===== src/hdl/dtpc_pkg.sv =====
// shared types, codes and color helpers for the display transfer pixel converter
// no dependencies; imported by every module of the block
package dtpc_pkg;

	// register field width and default dimension limit
	localparam int DIM_W = 11;
	localparam int CFG_IDX_W = 4;
	localparam int MAX_DIMENSION_DEF = 1024;
	localparam int DOFF_W = 22;
	localparam int SOFF_W = 24;
	localparam int PROD_W = 2 * DIM_W;

	// register indexes
	localparam logic [CFG_IDX_W-1:0] REG_SRC_FMT = 4'd0;
	localparam logic [CFG_IDX_W-1:0] REG_DST_FMT = 4'd1;
	localparam logic [CFG_IDX_W-1:0] REG_SCALE = 4'd2;
	localparam logic [CFG_IDX_W-1:0] REG_FLIP = 4'd3;
	localparam logic [CFG_IDX_W-1:0] REG_SRC_W = 4'd4;
	localparam logic [CFG_IDX_W-1:0] REG_SRC_H = 4'd5;
	localparam logic [CFG_IDX_W-1:0] REG_DST_W = 4'd6;
	localparam logic [CFG_IDX_W-1:0] REG_DST_H = 4'd7;

	// source formats
	localparam logic [1:0] SF_RGBA8 = 2'd0;
	localparam logic [1:0] SF_RGB565 = 2'd1;
	localparam logic [1:0] SF_RGBA5551 = 2'd2;
	localparam logic [1:0] SF_RGBA4 = 2'd3;

	// destination formats
	localparam logic [2:0] DF_RGBA8 = 3'd0;
	localparam logic [2:0] DF_RGB8 = 3'd1;
	localparam logic [2:0] DF_RGB565 = 3'd2;
	localparam logic [2:0] DF_RGBA5551 = 3'd3;
	localparam logic [2:0] DF_RGBA4 = 3'd4;

	// scale modes
	localparam logic [1:0] SCALE_NONE = 2'd0;
	localparam logic [1:0] SCALE_X = 2'd1;
	localparam logic [1:0] SCALE_XY = 2'd2;

	// controller to datapath commands
	typedef struct packed {
		logic load;
		logic mul;
		logic finish;
	} dtpc_cmd_t;

	// datapath to controller status
	typedef struct packed {
		logic cfg_write;
	} dtpc_status_t;

	function automatic logic [7:0] rep5(input logic [4:0] v);
		rep5 = {v, v[4:2]};
	endfunction

	function automatic logic [7:0] rep6(input logic [5:0] v);
		rep6 = {v, v[5:4]};
	endfunction

	function automatic logic [7:0] rep4(input logic [3:0] v);
		rep4 = {v, v};
	endfunction

	// expand to 8-bit channels, then pack into the destination format
	function automatic logic [31:0] convert(input logic [1:0] sfmt, input logic [2:0] dfmt,
		input logic [31:0] w);
		logic [7:0] r, g, b, a;
		logic [31:0] px;
		unique case (sfmt)
			SF_RGBA8: begin
				r = w[31:24]; g = w[23:16]; b = w[15:8]; a = w[7:0];
			end
			SF_RGB565: begin
				r = rep5(w[15:11]); g = rep6(w[10:5]); b = rep5(w[4:0]); a = 8'hFF;
			end
			SF_RGBA5551: begin
				r = rep5(w[15:11]); g = rep5(w[10:6]); b = rep5(w[5:1]);
				a = w[0] ? 8'hFF : 8'h00;
			end
			default: begin
				r = rep4(w[15:12]); g = rep4(w[11:8]); b = rep4(w[7:4]); a = rep4(w[3:0]);
			end
		endcase
		unique case (dfmt)
			DF_RGBA8: px = {r, g, b, a};
			DF_RGB8: px = {8'h00, r, g, b};
			DF_RGB565: px = {16'h0000, r[7:3], g[7:2], b[7:3]};
			DF_RGBA5551: px = {16'h0000, r[7:3], g[7:3], b[7:3], a[7]};
			default: px = {16'h0000, r[7:4], g[7:4], b[7:4], a[7:4]};
		endcase
		convert = px;
	endfunction

endpackage


===== src/hdl/display_transfer_pixel_converter_core.sv =====
// top level of the display transfer pixel converter
// depends on dtpc_pkg, dtpc_ctrl and dtpc_datapath
//
// channel   direction  handshake            payload
// input     in         in_valid / in_stall  source_pixel
// output    out        out_valid / out_stall dest_pixel, dest_bytes, dest_offset,
//                                            source_offset, last_pixel, status
// config    in         cfg_we               cfg_index, cfg_data
//
// each pixel is captured and converted, then row multiplied, then summed into
// the output beat register; the next pixel waits until the final step is done.
// reset (asynchronous) clears the config registers to defaults and the counters.
// a stalled output holds the beat and the item waiting in the final step; the
// next pixel is still taken while a finished beat waits.
module display_transfer_pixel_converter_core
	import dtpc_pkg::*;
#(
	parameter int MAX_DIMENSION = MAX_DIMENSION_DEF
) (
	input  logic                 clk,
	input  logic                 arst_n,
	input  logic                 cfg_we,
	input  logic [CFG_IDX_W-1:0] cfg_index,
	input  logic [DIM_W-1:0]     cfg_data,
	input  logic                 in_valid,
	output logic                 in_stall,
	input  logic [31:0]          source_pixel,
	output logic                 out_valid,
	input  logic                 out_stall,
	output logic [31:0]          dest_pixel,
	output logic [2:0]           dest_bytes,
	output logic [DOFF_W-1:0]    dest_offset,
	output logic [SOFF_W-1:0]    source_offset,
	output logic                 last_pixel,
	output logic                 status
);

	dtpc_cmd_t    cmd;
	dtpc_status_t dp_status;

	dtpc_ctrl u_ctrl (
		.clk      (clk),
		.arst_n   (arst_n),
		.in_valid (in_valid),
		.in_stall (in_stall),
		.out_valid(out_valid),
		.out_stall(out_stall),
		.status_i (dp_status),
		.cmd      (cmd)
	);

	dtpc_datapath #(
		.MAX_DIMENSION(MAX_DIMENSION)
	) u_datapath (
		.clk          (clk),
		.arst_n       (arst_n),
		.cfg_we       (cfg_we),
		.cfg_index    (cfg_index),
		.cfg_data     (cfg_data),
		.source_pixel (source_pixel),
		.cmd          (cmd),
		.status_o     (dp_status),
		.dest_pixel   (dest_pixel),
		.dest_bytes   (dest_bytes),
		.dest_offset  (dest_offset),
		.source_offset(source_offset),
		.last_pixel   (last_pixel),
		.status       (status)
	);

endmodule


===== src/hdl/dtpc_ctrl.sv =====
// sequencing controller: accept, multiply, finish, output beat register valid
// depends on dtpc_pkg
module dtpc_ctrl
	import dtpc_pkg::*;
(
	input  logic         clk,
	input  logic         arst_n,
	input  logic         in_valid,
	output logic         in_stall,
	output logic         out_valid,
	input  logic         out_stall,
	input  dtpc_status_t status_i,
	output dtpc_cmd_t    cmd
);

	localparam logic [1:0] ST_IDLE = 2'd0;
	localparam logic [1:0] ST_MUL = 2'd1;
	localparam logic [1:0] ST_FIN = 2'd2;

	logic [1:0] state_q;
	logic       out_valid_q;
	logic       out_free;

	// command decode
	always_comb begin
		out_free = !out_valid_q || !out_stall;
		in_stall = (state_q != ST_IDLE) || status_i.cfg_write;
		cmd.load = in_valid && !in_stall;
		cmd.mul = (state_q == ST_MUL);
		cmd.finish = (state_q == ST_FIN) && out_free;
	end

	assign out_valid = out_valid_q;

	// state sequence
	always_ff @(posedge clk or negedge arst_n) begin
		if (!arst_n) begin
			state_q <= ST_IDLE;
		end else begin
			unique case (state_q)
				ST_IDLE: if (cmd.load) state_q <= ST_MUL;
				ST_MUL: state_q <= ST_FIN;
				ST_FIN: if (cmd.finish) state_q <= ST_IDLE;
				default: state_q <= ST_IDLE;
			endcase
		end
	end

	// output beat valid
	always_ff @(posedge clk or negedge arst_n) begin
		if (!arst_n) begin
			out_valid_q <= 1'b0;
		end else if (cmd.finish) begin
			out_valid_q <= 1'b1;
		end else if (!out_stall) begin
			out_valid_q <= 1'b0;
		end
	end

endmodule


===== src/hdl/dtpc_datapath.sv =====
// config registers, raster counters, color conversion and offset arithmetic
// depends on dtpc_pkg; driven by dtpc_ctrl commands
module dtpc_datapath
	import dtpc_pkg::*;
#(
	parameter int MAX_DIMENSION = MAX_DIMENSION_DEF
) (
	input  logic                 clk,
	input  logic                 arst_n,
	input  logic                 cfg_we,
	input  logic [CFG_IDX_W-1:0] cfg_index,
	input  logic [DIM_W-1:0]     cfg_data,
	input  logic [31:0]          source_pixel,
	input  dtpc_cmd_t            cmd,
	output dtpc_status_t         status_o,
	output logic [31:0]          dest_pixel,
	output logic [2:0]           dest_bytes,
	output logic [DOFF_W-1:0]    dest_offset,
	output logic [SOFF_W-1:0]    source_offset,
	output logic                 last_pixel,
	output logic                 status
);

	localparam int CNT_RAW = $clog2(MAX_DIMENSION);
	localparam int CNT_W = (CNT_RAW > DIM_W) ? DIM_W : CNT_RAW;
	localparam logic [DIM_W+1:0] MAX_C = (DIM_W + 2)'(MAX_DIMENSION);

	function automatic logic [DIM_W-1:0] clamp(input logic [DIM_W-1:0] v);
		clamp = ({2'b00, v} > MAX_C) ? MAX_C[DIM_W-1:0] : v;
	endfunction

	// configuration registers
	logic [1:0]       src_fmt_q, scale_q;
	logic [2:0]       dst_fmt_q;
	logic             flip_q;
	logic [DIM_W-1:0] src_w_q, src_h_q, dst_w_q, dst_h_q;
	logic [CNT_W-1:0] col_q, row_q;
	logic             cfg_hit;

	// decoded configuration
	logic [DIM_W-1:0] sw, sh, dw, dh, scaled_w, scaled_h;
	logic             hs, vs, sb_sh, bad;
	logic [2:0]       dbytes;

	// current position and next position
	logic [DIM_W-1:0] x, y, x_inc, y_inc, srow;

	// stage 1: accepted item
	logic [31:0]      px_s1;
	logic [2:0]       dbytes_s1;
	logic [DIM_W-1:0] x_s1, y_s1, srow_s1, scaled_w_s1, sw_s1;
	logic [1:0]       xsh_s1, rsh_s1;
	logic             bad_s1, last_s1;

	// stage 2: products
	logic [PROD_W-1:0] pd_s2, ps_s2;

	// final sums
	logic [DOFF_W-1:0] lin, doff;
	logic [SOFF_W+1:0] soff_wide;

	assign cfg_hit = cfg_we && (cfg_index <= REG_DST_H);
	assign status_o.cfg_write = cfg_we;

	always_comb begin
		sw = clamp(src_w_q);
		sh = clamp(src_h_q);
		dw = clamp(dst_w_q);
		dh = clamp(dst_h_q);
		hs = (scale_q != SCALE_NONE);
		vs = (scale_q == SCALE_XY);
		scaled_w = hs ? (dw >> 1) : dw;
		scaled_h = vs ? (dh >> 1) : dh;
		// extra shift for a four-byte source pixel
		sb_sh = (src_fmt_q == SF_RGBA8);
		unique case (dst_fmt_q)
			DF_RGBA8: dbytes = 3'd4;
			DF_RGB8: dbytes = 3'd3;
			DF_RGB565, DF_RGBA5551, DF_RGBA4: dbytes = 3'd2;
			default: dbytes = 3'd4;
		endcase
		bad = (dh > sh) || (flip_q && (dh != sh)) || (scaled_w == '0) || (scaled_h == '0)
			|| (scale_q > SCALE_XY) || (dst_fmt_q > DF_RGBA4);
		x = DIM_W'(col_q);
		y = DIM_W'(row_q);
		if (x >= scaled_w || y >= scaled_h) begin
			x = '0;
			y = '0;
		end
		srow = flip_q ? (sh - 1'b1 - y) : y;
		x_inc = x + 1'b1;
		y_inc = y + 1'b1;
	end

	// configuration writes, each restarts the transfer
	always_ff @(posedge clk or negedge arst_n) begin
		if (!arst_n) begin
			src_fmt_q <= SF_RGBA8;
			dst_fmt_q <= DF_RGBA8;
			scale_q <= SCALE_NONE;
			flip_q <= 1'b0;
			src_w_q <= DIM_W'(1);
			src_h_q <= DIM_W'(1);
			dst_w_q <= DIM_W'(2);
			dst_h_q <= DIM_W'(2);
		end else if (cfg_we) begin
			unique case (cfg_index)
				REG_SRC_FMT: src_fmt_q <= cfg_data[1:0];
				REG_DST_FMT: dst_fmt_q <= cfg_data[2:0];
				REG_SCALE: scale_q <= cfg_data[1:0];
				REG_FLIP: flip_q <= cfg_data[0];
				REG_SRC_W: src_w_q <= cfg_data;
				REG_SRC_H: src_h_q <= cfg_data;
				REG_DST_W: dst_w_q <= cfg_data;
				REG_DST_H: dst_h_q <= cfg_data;
				default: ;
			endcase
		end
	end

	// raster counters
	always_ff @(posedge clk or negedge arst_n) begin
		if (!arst_n) begin
			col_q <= '0;
			row_q <= '0;
		end else if (cfg_hit) begin
			col_q <= '0;
			row_q <= '0;
		end else if (cmd.load && !bad) begin
			if (x_inc >= scaled_w) begin
				col_q <= '0;
				row_q <= (y_inc >= scaled_h) ? '0 : y_inc[CNT_W-1:0];
			end else begin
				col_q <= x_inc[CNT_W-1:0];
			end
		end
	end

	// capture the accepted pixel
	always_ff @(posedge clk) begin
		if (cmd.load) begin
			px_s1 <= bad ? 32'h0 : convert(src_fmt_q, dst_fmt_q, source_pixel);
			dbytes_s1 <= dbytes;
			bad_s1 <= bad;
			x_s1 <= x;
			y_s1 <= y;
			srow_s1 <= srow;
			scaled_w_s1 <= scaled_w;
			sw_s1 <= sw;
			xsh_s1 <= {1'b0, sb_sh} + {1'b0, hs} + 2'd1;
			rsh_s1 <= {1'b0, sb_sh} + {1'b0, vs} + 2'd1;
			last_s1 <= !bad && (x == scaled_w - 1'b1) && (y == scaled_h - 1'b1);
		end
	end

	// row products
	always_ff @(posedge clk) begin
		if (cmd.mul) begin
			pd_s2 <= y_s1 * scaled_w_s1;
			ps_s2 <= srow_s1 * sw_s1;
		end
	end

	// byte offsets, wrapped to field width
	always_comb begin
		lin = pd_s2[DOFF_W-1:0] + DOFF_W'(x_s1);
		unique case (dbytes_s1)
			3'd3: doff = (lin << 1) + lin;
			3'd2: doff = lin << 1;
			default: doff = lin << 2;
		endcase
		soff_wide = ((SOFF_W + 2)'(ps_s2) << rsh_s1)
			+ ((SOFF_W + 2)'(x_s1) << xsh_s1);
	end

	// output beat register
	always_ff @(posedge clk) begin
		if (cmd.finish) begin
			dest_pixel <= px_s1;
			dest_bytes <= dbytes_s1;
			dest_offset <= bad_s1 ? '0 : doff;
			source_offset <= bad_s1 ? '0 : soff_wide[SOFF_W-1:0];
			last_pixel <= last_s1;
			status <= bad_s1;
		end
	end

endmodule

===== config.mk =====
export PLATFORM = sky130hd
export DESIGN_NAME = display_transfer_pixel_converter_core
export DESIGN_NICKNAME = d
export VERILOG_FILES = /design/src/hdl/dtpc_pkg.sv /design/src/hdl/display_transfer_pixel_converter_core.sv /design/src/hdl/dtpc_ctrl.sv /design/src/hdl/dtpc_datapath.sv
export SDC_FILE = /design/constraint.sdc
export NUM_CORES = 1
export LEC_CHECK = 0
export ABC_AREA = 1
export BUFFER_PORTS_ARGS = -buffer_cell sky130_fd_sc_hd__clkbuf_2
export CORE_AREA = 2 2 324 326
export DETAILED_ROUTE_END_ITERATION = 16
export DIE_AREA = 0 0 326 328
export GPL_ROUTABILITY_DRIVEN = 0
export GPL_TIMING_DRIVEN = 0
export PLACE_DENSITY_LB_ADDON = 0.08
export SETUP_SLACK_MARGIN = 0.02
export SLEW_MARGIN = 5
export SYNTH_ARGS = -nofsm -noshare
export SYNTH_HDL_FRONTEND = slang
export SYNTH_SLANG_ARGS = --single-unit

===== constraint.sdc =====
create_clock -name clk -period 17.4 [get_ports clk]
set_input_delay 2.61 -clock clk [delete_from_list [all_inputs] [get_ports clk]]
set_output_delay 2.61 -clock clk [all_outputs]
set_load 0.01 [all_outputs]

Word level (Yosys, flattened, before mapping)

Cells that the tools add are included.

Input port bits: 52
Register bits: 298
Output and inout port bits: 85
Logic and storage cells: 153

Muxes and demuxes: 28
Equality and inequality tests: 24
$lt $le $gt $ge: 12
$add $sub $neg: 13
Reduce and logical (&&, ||, !) cells: 41
Shift operators: 2
Multipliers: 2

Operators by type and width:

| operator                                                              | count |
|---|---|
| 32-bit case mux with 4 select lines                                   | 1 |
| 10-bit two-way mux                                                    | 9 |
| 8-bit case mux with 3 select lines                                    | 3 |
| 11-bit two-way mux                                                    | 6 |
| 11-bit > comparator (second input constant)                           | 4 |
| 11-bit by 11-bit multiplier with 22-bit output                        | 2 |
| 22-bit case mux with 2 select lines                                   | 1 |
| 11-bit by 1-bit subtractor with 11-bit output (second input constant) | 3 |
| 24-bit adder                                                          | 1 |
| 11-bit by 2-bit << shifter with 24-bit output                         | 1 |
| 22-bit by 2-bit << shifter with 24-bit output                         | 1 |
| 10-bit by 1-bit adder with 11-bit output (second input constant)      | 2 |
| 22-bit by 11-bit adder with 22-bit output                             | 1 |
| 22-bit adder                                                          | 1 |
| 10-bit by 11-bit == test with 1-bit output                            | 2 |
| 10-bit by 11-bit >= comparator with 1-bit output                      | 2 |
| 11-bit >= comparator                                                  | 2 |
| 11-bit logical NOT                                                    | 2 |
| 2-bit AND reduction                                                   | 10 |
| 4-bit by 3-bit == test with 1-bit output (second input constant)      | 4 |
| 8-bit case mux with 2 select lines                                    | 1 |
| 3-bit by 2-bit == test with 1-bit output (second input constant)      | 4 |
| 11-bit > comparator                                                   | 1 |
| 11-bit != test                                                        | 1 |
| 28 further kinds                                                      | 57 |

Longest topological paths before layout

Gate-level depths: netlist of run 1.

Word-level depth: 13
Gate-level depth with buffers: 40
Gate-level depth less buffers: 39

By module

A second synthesis of run 1 with hierarchy kept.

Cell total of the unflattened synthesis: 3198
Area total of the unflattened synthesis: 26061.2 um2

By module, submodules not included:

| module        | seq. area each (um2) | cells each | area each (um2) | times used |
|---|---|---|---|---|
| dtpc_datapath | 8443.1               | 3178       | 25913.6         | 1 |
| dtpc_ctrl     | 75.1                 | 20         | 147.6           | 1 |

Worst setup path before layout of run 1

Ideal clock, no wire load.

Kind: in2reg
From: input port cfg_we
To: register u_datapath.col_q[3]
Buffers on the path: 1
Setup time: 0.080 ns
Stages on the path: 8
Required time: 17.320 ns
Path slack: 9.581 ns
Arrival: 7.739 ns
Cell sequence: inv_1 > nand3_1 > nor2_1 > a21oi_4 > inv_4 > buf_6 > nand2_1 > o22ai_2

RTL lines:

| element              | RTL line                                    | text |
|---|---|---|
| start, declared      | display_transfer_pixel_converter_core.sv:22 | `input logic cfg_we,` |
| end signal, assigned | dtpc_datapath.sv:134                        | `col_q <= x_inc[CNT_W-1:0];` |
| end, declared        | dtpc_datapath.sv:37                         | `logic [CNT_W-1:0] col_q, row_q;` |

Worst setup path in the final report of run 1

From: register u_datapath.scale_q[1]
To: register u_datapath.row_q[0]

Cells in the longest elaborated chain, start to end: 11
Elaborated cells between the ends (all ways): 29
Those cells by class: add/sub (2); order compare (5); eq/ne (1); mux (8); reduce/logical (13)

Ends and longest elaborated chain:

| element                                                    | RTL line                                 | text |
|---|---|---|
| start, declared                                            | dtpc_datapath.sv:33                      | `logic [1:0] src_fmt_q, scale_q;` |
| start signal, assigned                                     | dtpc_datapath.sv:110                     | `REG_SCALE: scale_q <= cfg_data[1:0];` |
| 2-bit == test / 2-bit nonzero test (equally long branches) | dtpc_datapath.sv:71, dtpc_datapath.sv:70 |  |
| 11-bit two-way mux (on tied branches)                      | dtpc_datapath.sv:73, dtpc_datapath.sv:72 |  |
| 10-bit by 11-bit >= comparator with 1-bit output           | dtpc_datapath.sv:86                      | `if (x >= scaled_w \|\| y >= scaled_h) begin` |
| 1-bit logical OR *                                         | dtpc_datapath.sv:86                      |  |
| 10-bit two-way mux *                                       | dtpc_datapath.sv:86                      |  |
| named net u_datapath.y[0]                                  | dtpc_datapath.sv:46                      | `logic [DIM_W-1:0] x, y, x_inc, y_inc, srow;` |
| 10-bit by 1-bit adder with 11-bit output *                 | dtpc_datapath.sv:92                      | `y_inc = y + 1'b1;` |
| 11-bit >= comparator                                       | dtpc_datapath.sv:132                     | `row_q <= (y_inc >= scaled_h) ? '0 : y_inc[CNT_W-1:0];` |
| 10-bit two-way mux *                                       | dtpc_datapath.sv:132                     |  |
| 10-bit two-way mux *                                       | dtpc_datapath.sv:130                     | `if (x_inc >= scaled_w) begin` |
| 10-bit two-way mux *                                       | dtpc_datapath.sv:129                     | `end else if (cmd.load && !bad) begin` |
| 10-bit two-way mux *                                       | dtpc_datapath.sv:126                     | `end else if (cfg_hit) begin` |
| end signal, assigned                                       | dtpc_datapath.sv:132                     |  |
| end, declared                                              | dtpc_datapath.sv:37                      |  |

Mark *: on every way through the listed nets, which the timed path passes. The rest lies on a longest branch. The select of a mux whose other input is x is not followed.
A chain may end at the register's enable or synchronous reset.

==> run_results.csv, run 1 <==
group,metric,value,unit
detailed_routing,post-route-drc-count,0,
die,die_y,328,microns
synthesis,syn-cell-area,0.02569,sq mm
worst_setup_path,crit_top_cell,"nand2_1",
global_routing,use_met2,23.05,%
die,initial_utilization,24.90,%
detailed_routing,vias_per_cell,4.278,
global_routing,grt_pass1_vias,20570,
power_and_ir_drop,power_leakage,14.32,nW
clocking,numCtsBuffers,41,
synthesis,ys_ff_latch,296,
worst_setup_path,critPathSlowestCell,"o21ai_0",
synthesis,syn_avg_cell_area,8.400,sq um
die,ios,137,
placement,port_buffers,136,
global_routing,grt_overflow_total,0,
power_and_ir_drop,switching_share,45.44,%
synthesis,synth_edf_count,221,
worst_setup_path,end_kind,"flip-flop",
detailed_routing,dr.pass1.iters,5,
global_routing,grt_first_pass_wirelength,121500,microns
detailed_routing,drt-initial-drc-count,1118,
sta,setup_slack,10630,ps
cells_and_area,drive_above_1_share,9.936,%
detailed_routing,routedWlPerCell,16.54,microns
detailed_routing,via_count,19940,
global_routing,grt_start_max_net_pins,53,
worst_setup_path,r2r_setup_slack,10630,ps
clocking,cts_tree,"done",
synthesis,synthFlopType,"edfxtp_1",
detailed_routing,drt-total-wl,77130,microns
sta,worstMarginPinSlew,1101,ps
synthesis,yosysUniqueCellTypes,64,
sta,setup_viol_count_final,0,
sta,layout_worst_path_cycle_share,38.90,%
worst_setup_path,slowest_delay,670,ps
die,core_area,0.1032,sq mm
power_and_ir_drop,total_power,0.004623,W
worst_hold_path,holdPathStages,0,
die,fp-row-count,118,
power_and_ir_drop,power_switching,0.002101,W
synthesis,ys_async_sr_fraction,25.34,%
worst_setup_path,cp.arrival,7270,ps
sta,max-slew-margin-rel,25.79,%
sta,drv_slew,0,
outcome,status,"complete, no violations",
power_and_ir_drop,power.density,155.4,mW/mm^2
sta,rsz0062_at_grt,"no",
die,die_w,326,microns
clocking,ctsHoldBuffers,0,
sta,fmax,147.8,MHz
clocking,clock_path_buffers,3,
synthesis,synth_nets,3501,
run,cap_violations,0,
global_routing,grt_util_met1,20.96,%
global_routing,busiest_layer,"met2",
clocking,clk_pin_slew,60,ps
synthesis,ys_warn_count,0,
power_and_ir_drop,clkPwrFrac,18.6,%
synthesis,yosysSeqAreaShare,33.15,%
clocking,cts_setup_buffers,0,
power_and_ir_drop,power.internal,0.002522,W
sta,setup_tns,0,ps
worst_setup_path,cpLargestDelayFamily,"simple AND/OR/NAND/NOR gates",
clocking,cts.repair.resized,0,
worst_setup_path,path_depth,35,
cells_and_area,synthToLayoutAreaGrowth,15.78,%
worst_setup_path,path_max_fanout,10,
global_routing,antenna_found_initial,2,
global_routing,grt_usage,14.57,%
global_routing,grt_util_met3,2.234,%
clocking,root_buffer,"clkbuf_16",
worst_hold_path,hp-class,"reg -> reg",
placement,dp_hpwl,62970,microns
power_and_ir_drop,seq_power_share,22.8,%
power_and_ir_drop,combPwrFrac,58.6,%
sta,fin_skew,31.85,ps
clocking,worstSkewPairLatency,610,ps
clocking,ctsHtreeMaxLevel,2,
cells_and_area,num-nets-final,3690,
power_and_ir_drop,vdd_drop_max,0.06400,mV
worst_setup_path,r2r_cells,35,
worst_setup_path,crit_type,"reg -> reg",
placement,dp_slack,10600,ps
synthesis,syn_inst,3059,
die,dieArea,0.1069,sq mm
worst_setup_path,cp_num_buf_inv,7,
worst_setup_path,cp-start-kind,"flip-flop",
worst_setup_path,worst-endpoint-required,17900,ps
sta,hold_viol,0,
sta,period_needed,6768,ps
clocking,cts.sinks,296,
detailed_routing,postRouteAntennaNets,0,
==> routing by layer <==
metal | vias up | share of wire [%]
li1 | 10240 | -
met1 | 9328 | 50
met2 | 316 | 44
met3 | 58 | 4.0
met4 | 0 | 1.5
met5 | - | 0
==> cells in the final DEF, fill, tap and decap left out, types with 12 or more instances in the layout <==
cell type and instances:
nand2_1 658, inv_1 583, ha_1 234, edfxtp_1 221, nor2_1 206, o21ai_0 183
a21oi_1 163, fa_1 156, clkbuf_2 135, clkbuf_1 83, nand3_1 83, dfrtp_1 71
xor2_1 65, clkbuf_16 41, mux2i_1 31, xnor2_1 24, o22ai_1 21, a31oi_1 20
or2_2 19, nor3_1 18, nand4_1 16, o21ai_1 15, nor2_4 13, inv_2 13
a211oi_1 12
==> state kept, by name, indices dropped and copies added, names as in the netlist, 22 cells and up <==
name / flops
u_datapath.source_offset: 24
u_datapath.px_s1: 32
u_datapath.pd_s2: 22
u_datapath.ps_s2: 22
u_datapath.dest_offset: 22
u_datapath.dest_pixel: 32
==> cells in the mapped netlist (all sizes together), types with 3 or more instances <==
cell type	instances	area (sq um)
o32ai	3	26.28
buf	14	98.84
nand2	668	2556
nor3	23	146.4
a22o	4	35.03
o31ai	7	52.55
a22oi	4	30.03
or2	19	118.9
nor4	8	50.05
nor3b	3	22.52
a221oi	6	52.55
a21boi	5	37.54
inv	597	2243
nand4	16	100.1
mux2i	31	310.3
o2111ai	3	26.28
ha	234	2928
clkinv	4	15.01
dfrtp	71	1777
a21oi	166	853.3
o211ai	6	45.04
dfstp	4	105.1
o221ai	3	26.28
o21a	8	60.06
nor2	230	987.2
clkbuf	78	292.8
o21bai	10	86.33
a31oi	20	125.1
nand3	91	495.5
xor2	65	569.3
o21ai	206	1061
fa	156	3123
edfxtp	221	6636
xnor2	24	210.2
a21o	4	30.03
a211oi	12	90.09
o22ai	27	206.5
==> through the flow <==
stage	instance area (sq um)	utilization [%]	hold slack (ps)	instances
2_1_floorplan	25690	-	400.3	3059
3_3_place_gp	28100	27.23	400.9	4575
3_5_place_dp	28360	27.48	405.4	4585
4_1_cts	29750	28.82	415.3	4661
5_1_grt	29750	28.82	421.4	4661
6_report	29750	28.83	414.9	4662
==> logic make-up (layout without fill, tap and decap cells) <==
logic type / count (synthesis) / count (layout) / share of synthesized area, %
AO/OA/AOI/OAI: 497 / 497 / 11.18
XOR/XNOR: 89 / 89 / 3.034
adder cells (fa/ha/maj): 390 / 390 / 23.55
buffers and inverters: 693 / 915 / 10.31
flip-flops: 296 / 296 / 33.15
multiplexers: 32 / 32 / 1.251
other: 0 / 1 / 0
AND/OR/NAND/NOR: 1062 / 1062 / 17.53
==> worst paths after layout <==
kind / end / start
max in group asynchronous: u_datapath.dst_w_q[1]$_DFFE_PN1P_ / arst_n
min: u_datapath.dest_pixel[6]$_DFFE_PP_ / u_datapath.px_s1[6]$_SDFFCE_PP0P_
max: u_datapath.row_q[0]$_DFFE_PN0P_ / u_datapath.scale_q[1]$_DFFE_PN0P_
min reg2reg: u_datapath.dest_pixel[6]$_DFFE_PP_ / u_datapath.px_s1[6]$_SDFFCE_PP0P_
min in group asynchronous: u_datapath.src_h_q[10]$_DFFE_PN0P_ / arst_n
max reg2reg: u_datapath.row_q[0]$_DFFE_PN0P_ / u_datapath.scale_q[1]$_DFFE_PN0P_
==> power by group through the flow <==
stage               registers, W  logic [W]  clock network, W
floorplan                0.00106    0.00205                 0
global route             0.00107    0.00316          0.000922
finish                   0.00105    0.00271          0.000862
detailed placement       0.00107    0.00273                 0
global placement         0.00108    0.00275                 0
CTS                      0.00106    0.00276          0.000898
==> layout make-up <==
type                    instances  area [sq um]
fillers                     11220         73450
multi-input cells            2070         14550
flip-flops and latches        296          8518
inverters                     601          2258
well taps                    1380          1727
clock buffers                  48          1072
repair buffers                146         913.4
plain buffers                  92         391.6
clock inverters                28         314.1
diodes                          1         2.502
Power figures use the tool's default switching activity.
==> inputs of run 2 (changes only) <==
--- a/config.mk
+++ b/config.mk
@@ -5,7 +5,7 @@
 export SDC_FILE = /design/constraint.sdc
 export NUM_CORES = 1
 export LEC_CHECK = 0
-export ABC_AREA = 1
+export ABC_AREA = 0
 export BUFFER_PORTS_ARGS = -buffer_cell sky130_fd_sc_hd__clkbuf_2
 export CORE_AREA = 2 2 324 326
 export DETAILED_ROUTE_END_ITERATION = 16
==> constraint.sdc (replaced) <==
create_clock -name clk -period 7 [get_ports clk]
set_input_delay 1.05 -clock clk [delete_from_list [all_inputs] [get_ports clk]]
set_output_delay 1.05 -clock clk [all_outputs]
set_load 0.01 [all_outputs]
==> run_results.csv, run 2 <==
group,metric,value,unit
clocking,cts.sinks,296,
synthesis,synthAdderAreaFrac,23.65,%
synthesis,synth_most_common_cell,"nand2_1",
detailed_routing,dr.pass1.iters,5,
detailed_routing,drt-total-wl,74380,microns
sta,hold_viol,0,
sta,drv_slew,0,
global_routing,grt_util_met3,1.612,%
synthesis,ys_warn_count,0,
outcome,status,"complete, no violations",
detailed_routing,via_count,19150,
synthesis,syn_avg_cell_area,9.855,sq um
global_routing,antenna_found_initial,3,
cells_and_area,num-nets-final,3227,
sta,fmax,150.3,MHz
synthesis,netlist_top_cells_count,"nand2_1, inv_1, ha_1",
worst_setup_path,cp-start-kind,"flip-flop",
synthesis,ys_async_sr_fraction,25.34,%
die,core_area,0.1032,sq mm
worst_setup_path,crit_top_cell,"ha_1",
worst_setup_path,end_kind,"flip-flop",
power_and_ir_drop,vdd_drop_max,0.1873,mV
clocking,numCtsBuffers,38,
synthesis,synth-compound-area-share,12.04,%
sta,period_needed,6655,ps
worst_hold_path,hp-class,"reg -> reg",
power_and_ir_drop,power_switching,0.004886,W
power_and_ir_drop,combPwrFrac,59.6,%
synthesis,synth_edf_count,221,
sta,max-slew-margin-rel,26.65,%
cells_and_area,n_fill_cell,10870,
clocking,worstSkewPairLatency,580,ps
cells_and_area,stdcell_area,0.02953,sq mm
detailed_routing,routedWlPerCell,17.73,microns
global_routing,use_met2,22.36,%
placement,port_buffers,136,
power_and_ir_drop,seq_power_share,23.5,%
cells_and_area,final_cells,4195,
detailed_routing,drt-initial-drc-count,1083,
worst_setup_path,cp.arrival,7110,ps
sta,fin_skew,16.38,ps
run,cap_violations,0,
synthesis,yosys.area_share.simple,16.29,%
synthesis,netlist.area_leader.share,25.90,%
die,ios,137,
cells_and_area,top_regs,"u_datapath.dest_pixel: 32 flops, u_datapath.px_s1: 32 flops, u_datapath.source_offset: 24 flops",
placement,numPlacedInstances,4126,
die,die_w,326,microns
worst_setup_path,crit_type,"reg -> reg",
global_routing,grt_usage,13.83,%
detailed_routing,vias_per_cell,4.564,
synthesis,syn_inst,2600,
placement,dp_hpwl,60490,microns
cells_and_area,diodes,0,
global_routing,grt_start_max_net_pins,40,
worst_setup_path,slowest_delay,430,ps
power_and_ir_drop,power_leakage,12.59,nW
worst_setup_path,critPathSlowestCell,"a2111oi_2",
synthesis,yosysSeqAreaShare,33.25,%
global_routing,grt_first_pass_wirelength,117000,microns
global_routing,grt_pass1_vias,19890,
power_and_ir_drop,switching_share,43.57,%
global_routing,grt_util_met1,19.80,%
sta,layout_worst_path_cycle_share,95.07,%
detailed_routing,post-route-drc-count,0,
clocking,clk_pin_slew,50,ps
cells_and_area,mostFrequentLayoutCell,"nand2_1",
cells_and_area,multi_input_area,0.01576,sq mm
synthesis,syn-cell-area,0.02562,sq mm
cells_and_area,most-common-layout-cells,"nand2_1, inv_1, ha_1",
synthesis,muxShareOfSynthArea,5.020,%
synthesis,synth_top_family_by_area,"adder cells",
global_routing,busiest_layer,"met2",
clocking,clock_path_buffers,3,
detailed_routing,postRouteAntennaNets,0,
worst_setup_path,path_max_fanout,11,
die,die_y,328,microns
global_routing,grt_overflow_total,0,
synthesis,synth_nets,3042,
clocking,root_buffer,"clkbuf_16",
clocking,ctsHtreeMaxLevel,2,
sta,setup_viol_count_final,0,
power_and_ir_drop,power.density,379.6,mW/mm^2
clocking,cts_tree,"done",
cells_and_area,synthToLayoutAreaGrowth,15.27,%
die,fp-row-count,118,
synthesis,yosysUniqueCellTypes,85,
worst_setup_path,worst-endpoint-required,7460,ps
synthesis,synth_xor_area_share,4.170,%
synthesis,yosysTopAreaCell,"edfxtp_1",
power_and_ir_drop,power.internal,0.006327,W
synthesis,netlist_top_cells_area,"edfxtp_1, fa_1, ha_1",
power_and_ir_drop,clkPwrFrac,16.9,%
sta,rsz0062_at_grt,"no",
synthesis,synthFlopType,"edfxtp_1",
cells_and_area,seqCellArea,0.008518,sq mm
die,initial_utilization,24.83,%
synthesis,ys_ff_latch,296,
cells_and_area,drive_above_1_share,11.62,%
placement,placed_area,0.02827,sq mm
sta,worstMarginPinSlew,1089,ps
die,dieArea,0.1069,sq mm
## run 2: cell count changes after synthesis, moves of 55 or more
cell and delta:
nand2_1 -383, inv_1 -327, and2_1 +136, o21ai_0 -88
xnor2_1 +76, mux2_2 +55
## run 2: stage by stage
step	hold WS [ps]	utilization [%]	TNS, ps	setup WS (ps)	power (W)
final	418.8	28.62	0	345.2	0.01121
after global routing	423.3	28.62	0	44.47	0.01234
after CTS	419.1	28.56	0	97.44	0.01136
after detailed placement	405.6	27.40	-16350	-953.3	0.009333
after global placement	406.1	27.16	-135120	-1394	0.009304
after floorplan	400.3	-	0	1016	0.007649
## run 2: logic make-up after synthesis
| logic type | after synthesis |
|---|---|
| AND/OR/NAND/NOR | 849 |
| AO/OA/AOI/OAI | 461 |
| adder cells (fa/ha/maj) | 391 |
| buffers and inverters | 372 |
| flip-flops | 296 |
| XOR/XNOR | 122 |
| multiplexers | 109 |
## run 2: per-layer routing
layer	wire, microns	share of wire, %
met1	37470	50
met2	33410	45
met3	2254	3.0
met4	1250	1.7
met5	0	0
## run 2: timing repair
item | 4_1_cts | 5_1_grt
resized for setup | 12 | 20
setup endpoints to repair | 22 | 20
hold buffers | 0 | 0
setup buffers | 0 | 1
pin swaps | 0 | 1
hold endpoints to repair | 0 | 0
## run 2: final cells by class
type | count | share of cell area [%]
tap | 1380 | 5.846
clock buffer | 55 | 3.503
inverter | 262 | 3.343
multi-input combinational | 1932 | 53.37
buffer | 108 | 1.529
clock inverter | 15 | 0.5041
sequential | 296 | 28.84
timing repair buffer | 147 | 3.067
## run 2: critical path, delay by kind of cell (launching register included)
kind / cells / cell delay (ps)
AO/OA/AOI/OAI: 10 / 2420
AND/OR/NAND/NOR: 9 / 1600
buffers and inverters: 7 / 1250
adder cells (fa/ha/maj): 3 / 820
flip-flops: 1 / 360
XOR/XNOR: 1 / 70
## run 2: worst paths after layout
kind / from / end / slack (ps) / cells past startpoint
setup / recovery: u_datapath.scale_q[1]$_DFFE_PN0P_ / u_datapath.row_q[2]$_DFFE_PN0P_ / 350 / 30
hold / removal: u_datapath.last_s1$_DFFE_PP_ / u_datapath.last_pixel$_DFFE_PP_ / 420 / 0
setup reg to reg: u_datapath.scale_q[1]$_DFFE_PN0P_ / u_datapath.row_q[2]$_DFFE_PN0P_ / 350 / 30
hold reg to reg: u_datapath.last_s1$_DFFE_PP_ / u_datapath.last_pixel$_DFFE_PP_ / 420 / 0
max in group asynchronous: arst_n / u_datapath.dst_w_q[1]$_DFFE_PN1P_ / 5800 / 2
min in group asynchronous: arst_n / u_datapath.src_fmt_q[1]$_DFFE_PN0P_ / 510 / 1
## run 2: power by group through the flow
| stage | Clock, W | Sequential (W) | Combinational, W |
|---|---|---|---|
| floorplan | 0 | 0.00260 | 0.00505 |
| global placement | 0 | 0.00268 | 0.00662 |
| detailed placement | 0 | 0.00267 | 0.00666 |
| CTS | 0.00199 | 0.00264 | 0.00673 |
| global route | 0.00205 | 0.00267 | 0.00762 |
| finish | 0.00189 | 0.00264 | 0.00669 |
